==> src/rtl/rpd_pkg.sv <==
// ----------------------------------------------------------------------------
// rpd_pkg
// Shared types and constants of the range presence detector: command and
// mode codes, register indexes, reset values and the stats result record.
// ----------------------------------------------------------------------------
package rpd_pkg;

    // data widths
    localparam int DIST_W = 13;
    localparam int MODE_W = 3;
    localparam int CMD_W  = 2;
    localparam int CNT_W  = 4;
    localparam int ADDR_W = 5;
    localparam int DATA_W = 32;

    // default window depth
    localparam int WINDOW_DEF = 16;

    // largest distance value, starting point of the minimum search
    localparam logic [DIST_W-1:0] DIST_MAX = '1;

    // command codes
    localparam logic [CMD_W-1:0] CMD_TICK    = 2'd0;
    localparam logic [CMD_W-1:0] CMD_ACT     = 2'd1;
    localparam logic [CMD_W-1:0] CMD_DEACT   = 2'd2;
    localparam logic [CMD_W-1:0] CMD_SNS_RDY = 2'd3;

    // mode codes
    localparam logic [MODE_W-1:0] MODE_INIT    = 3'd0;
    localparam logic [MODE_W-1:0] MODE_IDLE    = 3'd1;
    localparam logic [MODE_W-1:0] MODE_MEASURE = 3'd2;
    localparam logic [MODE_W-1:0] MODE_AWAIT   = 3'd3;
    localparam logic [MODE_W-1:0] MODE_PRESENT = 3'd4;

    // register indexes (word address)
    localparam logic [2:0] REG_RAW_LIMIT   = 3'd0;
    localparam logic [2:0] REG_MEAN_LOW    = 3'd1;
    localparam logic [2:0] REG_MEAN_HIGH   = 3'd2;
    localparam logic [2:0] REG_MAX_SPREAD  = 3'd3;
    localparam logic [2:0] REG_DROP_MARGIN = 3'd4;
    localparam logic [2:0] REG_CONFIRM     = 3'd5;

    // register reset values
    localparam logic [DIST_W-1:0] RAW_LIMIT_RST   = 13'd500;
    localparam logic [DIST_W-1:0] MEAN_LOW_RST    = 13'd100;
    localparam logic [DIST_W-1:0] MEAN_HIGH_RST   = 13'd600;
    localparam logic [DIST_W-1:0] MAX_SPREAD_RST  = 13'd20;
    localparam logic [DIST_W-1:0] DROP_MARGIN_RST = 13'd50;
    localparam logic [CNT_W-1:0]  CONFIRM_RST     = 4'd8;

    // window statistics handed back after a walk
    typedef struct packed {
        logic              done;
        logic [DIST_W-1:0] mean;
        logic [DIST_W-1:0] spread;
    } t_stats;

endpackage

==> src/rtl/rpd_window.sv <==
// ----------------------------------------------------------------------------
// rpd_window
// Sample window memory with a walker that reads every entry once and
// accumulates sum, minimum and maximum, then forms the mean.
// ----------------------------------------------------------------------------
module rpd_window #(
    parameter int WINDOW = rpd_pkg::WINDOW_DEF
) (
    input  logic                        i_clk,
    input  logic                        i_rst_n,
    input  logic                        i_wr_en,
    input  logic [$clog2(WINDOW)-1:0]   i_wr_addr,
    input  logic [rpd_pkg::DIST_W-1:0]  i_wr_data,
    input  logic                        i_start,
    output rpd_pkg::t_stats             o_stats
);
    import rpd_pkg::*;

    localparam int AW   = $clog2(WINDOW);
    localparam int CW   = $clog2(WINDOW + 1);
    localparam int SW   = DIST_W + AW;
    localparam bit POW2 = ((1 << AW) == WINDOW);

    // reciprocal of the window depth, exact for every sum below 2**SW
    localparam int RS = SW + AW;
    localparam int KW = SW + 1;
    localparam int PW = SW + KW;
    localparam logic [KW-1:0] RECIP = KW'(((longint'(1) << RS) + WINDOW - 1) / WINDOW);

    localparam logic [CW-1:0] CNT_FULL = CW'(WINDOW);
    localparam logic [CW-1:0] CNT_LAST = CW'(WINDOW - 1);

    typedef enum logic [1:0] {
        S_IDLE,
        S_WALK,
        S_FIN
    } t_state;

    t_state             r_state;
    logic [DIST_W-1:0]  mem [WINDOW];
    logic [DIST_W-1:0]  r_rd_data;
    logic               r_data_vld;
    logic [CW-1:0]      r_issued;
    logic [CW-1:0]      r_rcvd;
    logic [SW-1:0]      r_sum;
    logic [DIST_W-1:0]  r_min;
    logic [DIST_W-1:0]  r_max;
    logic               r_done;
    logic [DIST_W-1:0]  r_mean;
    logic [DIST_W-1:0]  r_spread;

    logic               w_rd_en;
    logic [PW-1:0]      w_prod;

    // one read per cycle until every entry has been issued
    assign w_rd_en = (r_state == S_WALK) && (r_issued != CNT_FULL);

    // sum times the reciprocal of the window depth
    assign w_prod = PW'(r_sum) * PW'(RECIP);

    // window storage, registered read port
    always_ff @(posedge i_clk) begin
        if (i_wr_en) begin
            mem[i_wr_addr] <= i_wr_data;
        end
        if (w_rd_en) begin
            r_rd_data <= mem[r_issued[AW-1:0]];
        end
    end

    // walk sequencer and accumulators
    always_ff @(posedge i_clk) begin
        if (!i_rst_n) begin
            r_state    <= S_IDLE;
            r_data_vld <= 1'b0;
            r_done     <= 1'b0;
        end else begin
            r_data_vld <= w_rd_en;
            r_done     <= 1'b0;
            case (r_state)
                S_IDLE: begin
                    if (i_start) begin
                        r_issued <= '0;
                        r_rcvd   <= '0;
                        r_sum    <= '0;
                        r_min    <= DIST_MAX;
                        r_max    <= '0;
                        r_state  <= S_WALK;
                    end
                end
                S_WALK: begin
                    if (w_rd_en) begin
                        r_issued <= r_issued + 1'b1;
                    end
                    if (r_data_vld) begin
                        r_sum  <= r_sum + {{AW{1'b0}}, r_rd_data};
                        r_rcvd <= r_rcvd + 1'b1;
                        if (r_rd_data < r_min) begin
                            r_min <= r_rd_data;
                        end
                        if (r_rd_data > r_max) begin
                            r_max <= r_rd_data;
                        end
                        if (r_rcvd == CNT_LAST) begin
                            r_state <= S_FIN;
                        end
                    end
                end
                S_FIN: begin
                    r_spread <= r_max - r_min;
                    if (POW2) begin
                        r_mean <= r_sum[SW-1 -: DIST_W];
                    end else begin
                        r_mean <= w_prod[RS +: DIST_W];
                    end
                    r_done  <= 1'b1;
                    r_state <= S_IDLE;
                end
                default: begin
                    r_state <= S_IDLE;
                end
            endcase
        end
    end

    assign o_stats.done   = r_done;
    assign o_stats.mean   = r_mean;
    assign o_stats.spread = r_spread;

endmodule

==> src/rtl/range_presence_detector_unit.sv <==
// ----------------------------------------------------------------------------
// range_presence_detector_unit
// Follows a distance sensor through its modes, builds a baseline from a
// window of readings and declares presence on a run of short readings.
//
// channel   direction  signals
// -------   ---------  ------------------------------------------------------
// event     in         i_in_valid, o_in_ready, i_cmd, i_distance_mm,
//                      i_sensor_timeout
// result    out        o_out_valid, i_out_ready, o_mode, o_mode_changed,
//                      o_baseline_mean, o_reading_rejected
// config    in         psel, penable, pwrite, paddr, pwdata, prdata, pready
//
// Most events finish in the cycle of their transfer; the result is registered
// and valid on the next cycle.
// A reading taken into a full window starts a walk over the window memory:
// its result is loaded once the walk has read every entry, one memory read per
// cycle, and has formed the mean and spread.
// Synchronous active-low reset; the window memory is not cleared.
// A new event is taken while no walk runs and the result register is free or
// being drained in the same cycle.
// ----------------------------------------------------------------------------
module range_presence_detector_unit #(
    parameter int WINDOW = rpd_pkg::WINDOW_DEF
) (
    input  logic                        i_clk,
    input  logic                        i_rst_n,
    // event channel
    input  logic                        i_in_valid,
    output logic                        o_in_ready,
    input  logic [rpd_pkg::CMD_W-1:0]   i_cmd,
    input  logic [rpd_pkg::DIST_W-1:0]  i_distance_mm,
    input  logic                        i_sensor_timeout,
    // result channel
    output logic                        o_out_valid,
    input  logic                        i_out_ready,
    output logic [rpd_pkg::MODE_W-1:0]  o_mode,
    output logic                        o_mode_changed,
    output logic [rpd_pkg::DIST_W-1:0]  o_baseline_mean,
    output logic                        o_reading_rejected,
    // register port
    input  logic                        psel,
    input  logic                        penable,
    input  logic                        pwrite,
    input  logic [rpd_pkg::ADDR_W-1:0]  paddr,
    input  logic [rpd_pkg::DATA_W-1:0]  pwdata,
    output logic [rpd_pkg::DATA_W-1:0]  prdata,
    output logic                        pready
);
    import rpd_pkg::*;

    localparam int AW = $clog2(WINDOW);
    localparam int FW = $clog2(WINDOW + 1);

    localparam logic [AW-1:0] SLOT_LAST = AW'(WINDOW - 1);
    localparam logic [FW-1:0] FILL_FULL = FW'(WINDOW);

    typedef enum logic {
        S_READY,
        S_BUSY
    } t_state;

    // configuration registers
    logic [DIST_W-1:0] r_raw_limit;
    logic [DIST_W-1:0] r_mean_low;
    logic [DIST_W-1:0] r_mean_high;
    logic [DIST_W-1:0] r_max_spread;
    logic [DIST_W-1:0] r_drop_margin;
    logic [CNT_W-1:0]  r_confirm;

    // block state
    t_state            r_state;
    logic [MODE_W-1:0] r_mode;
    logic [AW-1:0]     r_slot;
    logic [FW-1:0]     r_fill;
    logic [DIST_W-1:0] r_mean;
    logic [CNT_W-1:0]  r_low_run;

    // result register
    logic              r_out_valid;
    logic [MODE_W-1:0] r_out_mode;
    logic              r_out_changed;
    logic [DIST_W-1:0] r_out_mean;
    logic              r_out_rejected;

    // next values for an accepted event
    logic [MODE_W-1:0] n_mode;
    logic [AW-1:0]     n_slot;
    logic [FW-1:0]     n_fill;
    logic [DIST_W-1:0] n_mean;
    logic [CNT_W-1:0]  n_low_run;
    logic              n_changed;
    logic              n_rejected;
    logic              n_wr_en;
    logic              n_start;

    logic              w_in_xfer;
    logic              w_out_xfer;
    logic              w_cfg_wr;
    logic              w_low;
    logic              w_baseline;
    t_stats            w_stats;

    assign w_in_xfer  = i_in_valid && o_in_ready;
    assign w_out_xfer = r_out_valid && i_out_ready;
    assign o_in_ready = (r_state == S_READY) && (!r_out_valid || i_out_ready);
    assign w_cfg_wr   = psel && penable && pwrite;
    assign pready     = 1'b1;

    // reading well below the baseline mean
    assign w_low = ({1'b0, i_distance_mm} + {1'b0, r_drop_margin}) < {1'b0, r_mean};

    // stable baseline check on walk results
    assign w_baseline = (w_stats.mean > r_mean_low) && (w_stats.mean < r_mean_high)
                        && (w_stats.spread < r_max_spread);

    // event decode
    always_comb begin
        n_mode     = r_mode;
        n_slot     = r_slot;
        n_fill     = r_fill;
        n_mean     = r_mean;
        n_low_run  = r_low_run;
        n_changed  = 1'b0;
        n_rejected = 1'b0;
        n_wr_en    = 1'b0;
        n_start    = 1'b0;
        case (i_cmd)
            CMD_ACT: begin
                if (r_mode == MODE_IDLE) begin
                    n_mode    = MODE_MEASURE;
                    n_changed = 1'b1;
                end
            end
            CMD_DEACT: begin
                if (r_mode != MODE_INIT) begin
                    n_mode    = MODE_IDLE;
                    n_changed = 1'b1;
                end
            end
            CMD_SNS_RDY: begin
                if (r_mode == MODE_INIT) begin
                    n_mode = MODE_IDLE;
                end
            end
            CMD_TICK: begin
                if (i_sensor_timeout) begin
                    n_mean    = '0;
                    n_fill    = '0;
                    n_mode    = MODE_INIT;
                    n_changed = 1'b1;
                end else if (r_mode == MODE_MEASURE) begin
                    if (i_distance_mm > r_raw_limit) begin
                        n_mean     = '0;
                        n_fill     = '0;
                        n_rejected = 1'b1;
                    end else begin
                        n_wr_en = 1'b1;
                        n_slot  = (r_slot == SLOT_LAST) ? '0 : r_slot + 1'b1;
                        if (r_fill < FILL_FULL) begin
                            n_fill = r_fill + 1'b1;
                        end else begin
                            n_start = 1'b1;
                        end
                    end
                end else if (r_mode == MODE_AWAIT) begin
                    if (w_low) begin
                        if (r_low_run < r_confirm) begin
                            n_low_run = r_low_run + 1'b1;
                            if ((r_low_run + 1'b1) == r_confirm) begin
                                n_mode    = MODE_PRESENT;
                                n_changed = 1'b1;
                            end
                        end
                    end else begin
                        n_low_run = '0;
                    end
                end
            end
            default: begin
                n_mode = r_mode;
            end
        endcase
    end

    // window memory and statistics walker
    rpd_window #(
        .WINDOW (WINDOW)
    ) u_window (
        .i_clk     (i_clk),
        .i_rst_n   (i_rst_n),
        .i_wr_en   (w_in_xfer && n_wr_en),
        .i_wr_addr (r_slot),
        .i_wr_data (i_distance_mm),
        .i_start   (w_in_xfer && n_start),
        .o_stats   (w_stats)
    );

    // control state and result register
    always_ff @(posedge i_clk) begin
        if (!i_rst_n) begin
            r_state     <= S_READY;
            r_mode      <= MODE_INIT;
            r_slot      <= '0;
            r_fill      <= '0;
            r_mean      <= '0;
            r_low_run   <= '0;
            r_out_valid <= 1'b0;
        end else begin
            case (r_state)
                S_READY: begin
                    if (w_out_xfer) begin
                        r_out_valid <= 1'b0;
                    end
                    if (w_in_xfer) begin
                        r_mode    <= n_mode;
                        r_slot    <= n_slot;
                        r_fill    <= n_fill;
                        r_mean    <= n_mean;
                        r_low_run <= n_low_run;
                        if (n_start) begin
                            r_state <= S_BUSY;
                        end else begin
                            r_out_valid    <= 1'b1;
                            r_out_mode     <= n_mode;
                            r_out_changed  <= n_changed;
                            r_out_mean     <= n_mean;
                            r_out_rejected <= n_rejected;
                        end
                    end
                end
                S_BUSY: begin
                    if (w_stats.done) begin
                        r_mean         <= w_stats.mean;
                        r_out_valid    <= 1'b1;
                        r_out_mean     <= w_stats.mean;
                        r_out_rejected <= 1'b0;
                        r_out_changed  <= w_baseline;
                        r_out_mode     <= w_baseline ? MODE_AWAIT : r_mode;
                        if (w_baseline) begin
                            r_mode <= MODE_AWAIT;
                        end
                        r_state <= S_READY;
                    end
                end
                default: begin
                    r_state <= S_READY;
                end
            endcase
        end
    end

    // register writes
    always_ff @(posedge i_clk) begin
        if (!i_rst_n) begin
            r_raw_limit   <= RAW_LIMIT_RST;
            r_mean_low    <= MEAN_LOW_RST;
            r_mean_high   <= MEAN_HIGH_RST;
            r_max_spread  <= MAX_SPREAD_RST;
            r_drop_margin <= DROP_MARGIN_RST;
            r_confirm     <= CONFIRM_RST;
        end else if (w_cfg_wr) begin
            case (paddr[4:2])
                REG_RAW_LIMIT:   r_raw_limit   <= pwdata[DIST_W-1:0];
                REG_MEAN_LOW:    r_mean_low    <= pwdata[DIST_W-1:0];
                REG_MEAN_HIGH:   r_mean_high   <= pwdata[DIST_W-1:0];
                REG_MAX_SPREAD:  r_max_spread  <= pwdata[DIST_W-1:0];
                REG_DROP_MARGIN: r_drop_margin <= pwdata[DIST_W-1:0];
                REG_CONFIRM:     r_confirm     <= pwdata[CNT_W-1:0];
                default: begin
                    r_confirm <= r_confirm;
                end
            endcase
        end
    end

    // register reads
    always_comb begin
        case (paddr[4:2])
            REG_RAW_LIMIT:   prdata = {{(DATA_W-DIST_W){1'b0}}, r_raw_limit};
            REG_MEAN_LOW:    prdata = {{(DATA_W-DIST_W){1'b0}}, r_mean_low};
            REG_MEAN_HIGH:   prdata = {{(DATA_W-DIST_W){1'b0}}, r_mean_high};
            REG_MAX_SPREAD:  prdata = {{(DATA_W-DIST_W){1'b0}}, r_max_spread};
            REG_DROP_MARGIN: prdata = {{(DATA_W-DIST_W){1'b0}}, r_drop_margin};
            REG_CONFIRM:     prdata = {{(DATA_W-CNT_W){1'b0}}, r_confirm};
            default:         prdata = '0;
        endcase
    end

    assign o_out_valid        = r_out_valid;
    assign o_mode             = r_out_mode;
    assign o_mode_changed     = r_out_changed;
    assign o_baseline_mean    = r_out_mean;
    assign o_reading_rejected = r_out_rejected;

    // walk results only arrive while a walk is outstanding
    a_done_when_busy: assert property (@(posedge i_clk) disable iff (!i_rst_n)
        w_stats.done |-> (r_state == S_BUSY))
        else $error("window stats returned with no walk outstanding");

    // a walk result never lands on an undelivered result
    a_out_free_on_done: assert property (@(posedge i_clk) disable iff (!i_rst_n)
        w_stats.done |-> !r_out_valid)
        else $error("result register still occupied when walk finished");

    // fill count never passes the window depth
    a_fill_bound: assert property (@(posedge i_clk) disable iff (!i_rst_n)
        r_fill <= FILL_FULL)
        else $error("fill count beyond window depth");

    // a started walk holds off new events until its result is out
    a_walk_blocks: assert property (@(posedge i_clk) disable iff (!i_rst_n)
        (w_in_xfer && n_start) |=> !o_in_ready)
        else $error("event accepted while a walk was running");

endmodule

==> config.mk <==
export PLATFORM = sky130hd
export DESIGN_NAME = range_presence_detector_unit
export DESIGN_NICKNAME = d
export VERILOG_FILES = /design/src/rtl/rpd_pkg.sv /design/src/rtl/rpd_window.sv /design/src/rtl/range_presence_detector_unit.sv
export SDC_FILE = /design/constraint.sdc
export NUM_CORES = 1
export LEC_CHECK = 0
export ABC_CLOCK_PERIOD_IN_PS = 9650
export BUFFER_PORTS_ARGS = -buffer_cell sky130_fd_sc_hd__buf_2
export CAP_MARGIN = 20
export CORE_MARGIN = 5
export CORE_UTILIZATION = 25
export CTS_CLUSTER_DIAMETER = 120
export DETAILED_ROUTE_END_ITERATION = 8
export PLACE_DENSITY_LB_ADDON = 0.08
export SLEW_MARGIN = 5
export SYNTH_ARGS = -nofsm -noshare
export SYNTH_HDL_FRONTEND = slang
export SYNTH_SLANG_ARGS = --single-unit
==> constraint.sdc <==
create_clock -name i_clk -period 9.65 [get_ports i_clk]
set_input_delay 1.93 -clock i_clk [delete_from_list [all_inputs] [get_ports i_clk]]
set_output_delay 1.93 -clock i_clk [all_outputs]
set_load 0.005 [all_outputs]
; After elaboration in Yosys (flattened, before gate mapping)
; Memories as Yosys holds them, arrays and structs flattened. A register that Yosys moved wholly into a read port is not among the register bits.
; Index checks and enable logic that the tools add are counted.
[totals]
regBits = 201
latchBits = 0
mem_bits_rw = 208
mem_bits_ro = 0
inputBits = 60
out_inout_bits = 53
elab_cells = 210
n_memories = 1
[op_classes]
n_addsub = 8
n_mul = 0
div_mod_pow = 0
n_lt_le_gt_ge = 9
eq_ne = 27
n_shift = 0
n_mux = 97
bitwise_logic = 4
reduce_logical = 37
[mem_list]
columns = memory, words, word_bits, rd, rd_ports_with_merged_regs, wr, line
row1 = u_window.mem, 16, 13, 1, 1, 1, rpd_window.sv:40  ; logic [DIST_W-1:0] mem [WINDOW];
[op_table]
columns = cell, n
row1 = two-way mux 13 bit, 14
row2 = one-hot mux 13 bit (2 select lines), 4
row3 = one-hot mux 13 bit (6 select lines), 1
row4 = two-way mux 3 bit, 14
row5 = > comparator 13 bit, 3
row6 = < comparator 13 bit, 3
row7 = two-way mux 1 bit, 37
row8 = two-way mux 5 bit, 7
row9 = two-way mux 17 bit, 2
row10 = one-hot mux 17 bit (2 select lines), 1
row11 = one-hot mux 5 bit (2 select lines), 2
row12 = adder 17 x 13 -> 17 bit, 1
row13 = AND reduction 2 bit, 8
row14 = adder 5 x 1 -> 5 bit (second input constant), 3
row15 = AND reduction 5 bit, 3
row16 = adder 13 x 13 -> 14 bit, 1
row17 = < comparator 14 x 13 -> 1 bit, 1
row18 = subtractor 13 bit, 1
row19 = == test 3 x 2 -> 1 bit (second input constant), 4
row20 = two-way mux 4 bit, 3
row21 = one-hot mux 3 bit (2 select lines), 2
row22 = one-hot mux 3 bit (4 select lines), 1
row23 = AND reduction 4 bit, 3
row24 = logical AND 1 bit, 10
row25 = other kinds (27), 53

; Longest topological paths before layout
[logic_depth]
depth_word = 12
depth_mapped = 18
mapped_depth_nobuf = 18

; Modules after synthesis
; A second synthesis with hierarchy kept.
[unflattened]
hier_cells = 1734
hier_area_um2 = 21291.7
[modules_own_cells]
columns = module, n_inst, cells_per_inst, area_each_um2, seq_area_each_um2
row1 = rpd_window, 1, 768, 13354.1, 9088.7
row2 = range_presence_detector_unit, 1, 966, 7937.6, 2542.4

; Worst setup path after synthesis
; Ideal clock, no wire load.
[synth_path]
kind = input port to flip-flop
startpoint = input i_distance_mm[0] (netlist name)
endpoint = register r_out_mode[0] (netlist: o_mode[0]), data pin
setup_ns = 0.261
arrival_ns = 5.448
setup_slack_ns = 3.941
cell_stages = 17
n_path_buf = 0
cell_sequence = ha_1 fa_1 a21o_1 a21oi_1 nand2b_1 a21oi_1 o311a_1 o41ai_1 xnor2_1 ha_1 and3_1 a2111oi_0 o21ai_0 nor4_4 a31oi_2 nor4_1 nor2_1
[synth_via]
elab_chain_len = 10
[synth_rtl]
columns = element, line
row1 = from (decl), range_presence_detector_unit.sv:32  ; input logic [rpd_pkg::DIST_W-1:0] i_distance_mm,
row2 = adder 13 x 13 -> 14 bit, range_presence_detector_unit.sv:111  ; assign w_low = ({1'b0, i_distance_mm} + {1'b0, r_drop_margin}) < {1'b0, r_mean};
row3 = < comparator 14 x 13 -> 1 bit, range_presence_detector_unit.sv:111
row4 = two-way mux 3 bit, range_presence_detector_unit.sv:167  ; if (w_low) begin
row5 = two-way mux 3 bit, range_presence_detector_unit.sv:166  ; end else if (r_mode == MODE_AWAIT) begin
row6 = two-way mux 3 bit, range_presence_detector_unit.sv:152  ; end else if (r_mode == MODE_MEASURE) begin
row7 = two-way mux 3 bit, range_presence_detector_unit.sv:147  ; if (i_sensor_timeout) begin
row8 = one-hot mux 3 bit (4 select lines), range_presence_detector_unit.sv:128  ; case (i_cmd)
row9 = two-way mux 3 bit, range_presence_detector_unit.sv:221  ; if (n_start) begin
row10 = two-way mux 3 bit, range_presence_detector_unit.sv:215  ; if (w_in_xfer) begin
row11 = one-hot mux 3 bit (2 select lines), range_presence_detector_unit.sv:210  ; case (r_state)
row12 = to (signal assigned), range_presence_detector_unit.sv:225  ; r_out_mode <= n_mode;
row13 = to (signal assigned), range_presence_detector_unit.sv:239  ; r_out_mode <= w_baseline ? MODE_AWAIT : r_mode;
row14 = to (decl), range_presence_detector_unit.sv:81  ; logic [MODE_W-1:0] r_out_mode;
; Every way passes these cells. The select of a mux whose other input is x is not followed.
; A chain may end at the register's enable or synchronous reset.

; Worst setup path after layout
; Ends and elaborated chain as after synthesis.

==> flow_metrics.env <==
export IMPL_grt_max_degree=76
export IMPL_cp_max_fo=18
export IMPL_min_from="u_window.r_sum[5]$_SDFFCE_PN0P_"
export IMPL_synth_seq_cells=422
export IMPL_synthFlopType="edfxtp_1"
export IMPL_cts_made_buffers=53
export IMPL_min_period_over_period_pct=61.3
export IMPL_die_h_um=297
export IMPL_rows=105
export IMPL_worst_slack_ns=3.74
export IMPL_hold_ws_ns=0.451
export IMPL_dieWidth_um=297
export IMPL_cp_arrival_ns=6.27
export IMPL_first_pass_iters=5
export IMPL_port_buffer_count=71
export IMPL_p_total_mw=4.20
export IMPL_final_common_cell="edfxtp_1"
export IMPL_stdcell_area_mm2=0.0242
export IMPL_antenna_left=0
export IMPL_viasPerCell=4.60
export IMPL_worstReg2RegStart="r_drop_margin[0]$_SDFFE_PN0P_"
export IMPL_cp_data_required_time_ns=10.01
export IMPL_num_vias=13300
export IMPL_syn_area_mm2=0.0207
export IMPL_avgSynthCellArea_um2=12.3
export IMPL_ir_drop_mv=0.119
export IMPL_place_area_mm2=0.0223
export IMPL_final_util_pct=29.5
export IMPL_rsz0062_at_grt="no"
export IMPL_syn2layout_area_growth_pct=16.9
export IMPL_crit_path_top_delay_cell="fa_1"
export IMPL_yosysUniqueCellTypes=71
export IMPL_drtIter0Drc=819
export IMPL_drc_errors=0
export IMPL_synth_seq_area_share_pct=56.3
export IMPL_wl_per_cell_um=20.7
export IMPL_synthArstFlopShare_pct=0
export IMPL_topRoutingLayerUsed="met4"
export IMPL_cts_resized=0
export IMPL_startpoint="i_distance_mm[0]"
export IMPL_hold_buffers=0
export IMPL_path_cells="buf_2 > ha_1 > fa_1 > a21o_1 > a21oi_1 > nand2b_1 > a21oi_1 > o311a_1 > o41ai_1 > xnor2_1 > ha_1 > and3_1 > a2111oi_0 > o21ai_0 > nor4_4 > a31oi_2 > nor4_1 > nor2_1"
export IMPL_cts_root_buf="clkbuf_16"
export IMPL_hold_violations=0
export IMPL_drive_gt1_share_pct=15.4
export IMPL_io_pins=113
export IMPL_cts_clk_slew_worst_paths_ns=0.06
export IMPL_insertion_delay_ns=0.62
export IMPL_setup_viol=0
export IMPL_final_cells=2888
export IMPL_leakage_nw=8.56
export IMPL_gp_congestion=0.818
export IMPL_cts_buffer_depth=3
export IMPL_place_ws_ns=3.13
export IMPL_crit_type="input port to flip-flop"
export IMPL_wl_met2_um=27300
export IMPL_cap_violations=0
export IMPL_die_area_mm2=0.0885
export IMPL_wl_met1_um=28600
export IMPL_htree_levels=2
export IMPL_wirelength_um=59700
export IMPL_placed_cells=2788
export IMPL_cts_tree="built"
export IMPL_worstSetupStartpointType="input port"
export IMPL_grt_pass1_wl_um=88900
export IMPL_period_needed_ns=5.91
export IMPL_yosysWarningCount=0
export IMPL_fin_setup_tns_ns=0
export IMPL_post_cts_setup_buffers=0
export IMPL_crit_buf_inv=1
export IMPL_outcome="complete, no violations"
export IMPL_max_slew_margin_pct=30.8
export IMPL_final_cell_mix="edfxtp_1 (318), nand2_1 (165), ha_1 (139), inv_1 (122), nor2_1 (118)"
export IMPL_core_area_mm2=0.0820
export IMPL_hp_class="flip-flop to flip-flop"
export IMPL_grt_usage_pct=13.2
export IMPL_clock_sinks=422
export IMPL_synthCells=1686
export IMPL_start_util_pct=25.2
export IMPL_grt_ovfl_total=0
export IMPL_clock_skew_ns=0.0449
export IMPL_wl_met3_um=2020
export IMPL_slew_violations=0
export IMPL_critPathMaxStageDelay_ns=0.41
export IMPL_grt_pass1_vias=13500
export IMPL_power_density_mw_per_mm2=174
export IMPL_synth_edf_count=318
export IMPL_worst_pin_slew_ns=1.03
export IMPL_antenna_found_initial=1
export IMPL_fmax_mhz=169
export IMPL_end_kind="flip-flop"
export IMPL_dp_hpwl_um=43000
export IMPL_final_nets=1976
export IMPL_cp_top_family="compound AO/OA/AOI/OAI gates"
-- routing by layer --
layer | up-vias | track usage [%]
li1 | 6393 | -
met1 | 6566 | 18.4
met2 | 249 | 21.3
met3 | 77 | 1.97
met4 | 0 | 3.99
met5 | - | 0
-- power breakdown --
| group | internal, mW | switching [mW] | leakage (nW) |
|---|---|---|---|
| combinational | 0.0427 | 0.0980 | 3.93 |
| sequential | 1.95 | 0.00445 | 3.73 |
| clock | 1.29 | 0.815 | 0.908 |
-- worst register-to-register path: stages (launching register included) --
cell and delay (ns):
dfxtp_1 0.35, ha_1 0.22, fa_1 0.41, a21o_1 0.21
a21oi_1 0.21, nand2b_1 0.18, a21oi_1 0.10, o311a_1 0.35
o41ai_1 0.31, xnor2_1 0.18, ha_1 0.27, and3_1 0.16
a2111oi_0 0.33, o21ai_0 0.34, nor4_4 0.32, a31oi_2 0.18
nor4_1 0.19, nor2_1 0.08
-- logic make-up (layout without fill, tap and decap cells) --
| family | count (synthesis) | after routing | synth area share [%] |
|---|---|---|---|
| XOR/XNOR | 44 | 44 | 1.87 |
| buffers and inverters | 210 | 323 | 4.23 |
| multiplexers | 89 | 89 | 8.47 |
| adder cells (fa/ha/maj) | 142 | 142 | 8.71 |
| AND/OR/NAND/NOR | 449 | 449 | 10.1 |
| other | 2 | 21 | 0.0364 |
| flip-flops | 422 | 422 | 56.3 |
| AO/OA/AOI/OAI | 328 | 328 | 10.2 |
-- Yosys cell counts, drive strengths merged (4+ instances only) --
| master | instances | area [um2] |
|---|---|---|
| a22oi | 11 | 82.6 |
| a21o | 12 | 90.1 |
| a31oi | 13 | 87.6 |
| o21ai | 49 | 245 |
| edfxtp | 318 | 9550 |
| a211oi | 9 | 72.6 |
| mux4 | 68 | 1540 |
| mux2 | 4 | 45.0 |
| clkbuf | 50 | 188 |
| nor3 | 25 | 125 |
| a21oi | 115 | 576 |
| o21bai | 4 | 30.0 |
| nand4 | 13 | 81.3 |
| o21a | 17 | 128 |
| inv | 123 | 462 |
| dfxtp | 104 | 2080 |
| o211ai | 22 | 165 |
| nor2b | 17 | 106 |
| and2 | 21 | 131 |
| a31o | 4 | 35.0 |
| o22ai | 12 | 75.1 |
| nor4 | 7 | 77.6 |
| nor2 | 119 | 447 |
| a211o | 6 | 52.6 |
| mux2i | 17 | 170 |
| a32oi | 14 | 123 |
| o31ai | 6 | 45.0 |
| xnor2 | 28 | 245 |
| xor2 | 16 | 140 |
| buf | 37 | 225 |
| and3 | 15 | 95.1 |
| nand3 | 24 | 120 |
| nand2 | 165 | 619 |
| nand2b | 30 | 188 |
| ha | 139 | 1740 |
| a22o | 14 | 123 |
-- area by class of cell --
type                            count  area (um2)
Sequential cell                   422       11600
Multi-Input combinational cell   1072        8260
Clock inverter                     33         483
Inverter                          123         462
Clock buffer                       65        1380
Fill cell                        8355       57800
Antenna cell                        1        2.50
Timing Repair Buffer              102         592
Tap cell                         1070        1340
-- path summary, 6_finish.rpt --
| kind | to | slack (ns) | depth (start not counted) |
|---|---|---|---|
| max | o_mode[0]$_DFFE_PP_ | 3.74 | 18 |
| max reg2reg | o_mode[0]$_DFFE_PP_ | 4.98 | 17 |
| min | u_window.r_mean[1]$_DFFE_PP_ | 0.45 | 0 |
| min reg2reg | u_window.r_mean[1]$_DFFE_PP_ | 0.45 | 0 |
-- flip-flops by register name, indices dropped and copies added (netlist names), 13 cells and up --
register            flops
r_raw_limit            13
r_drop_margin          13
u_window.r_mean        13
r_mean                 13
u_window.r_spread      13
r_mean_low             13
u_window.r_sum         17
u_window.mem          208
o_baseline_mean        13
u_window.r_max         13
u_window.r_min         13
u_window.r_rd_data     13
r_max_spread           13
r_mean_high            13
Note: power is estimated with default switching activity, not from simulation.
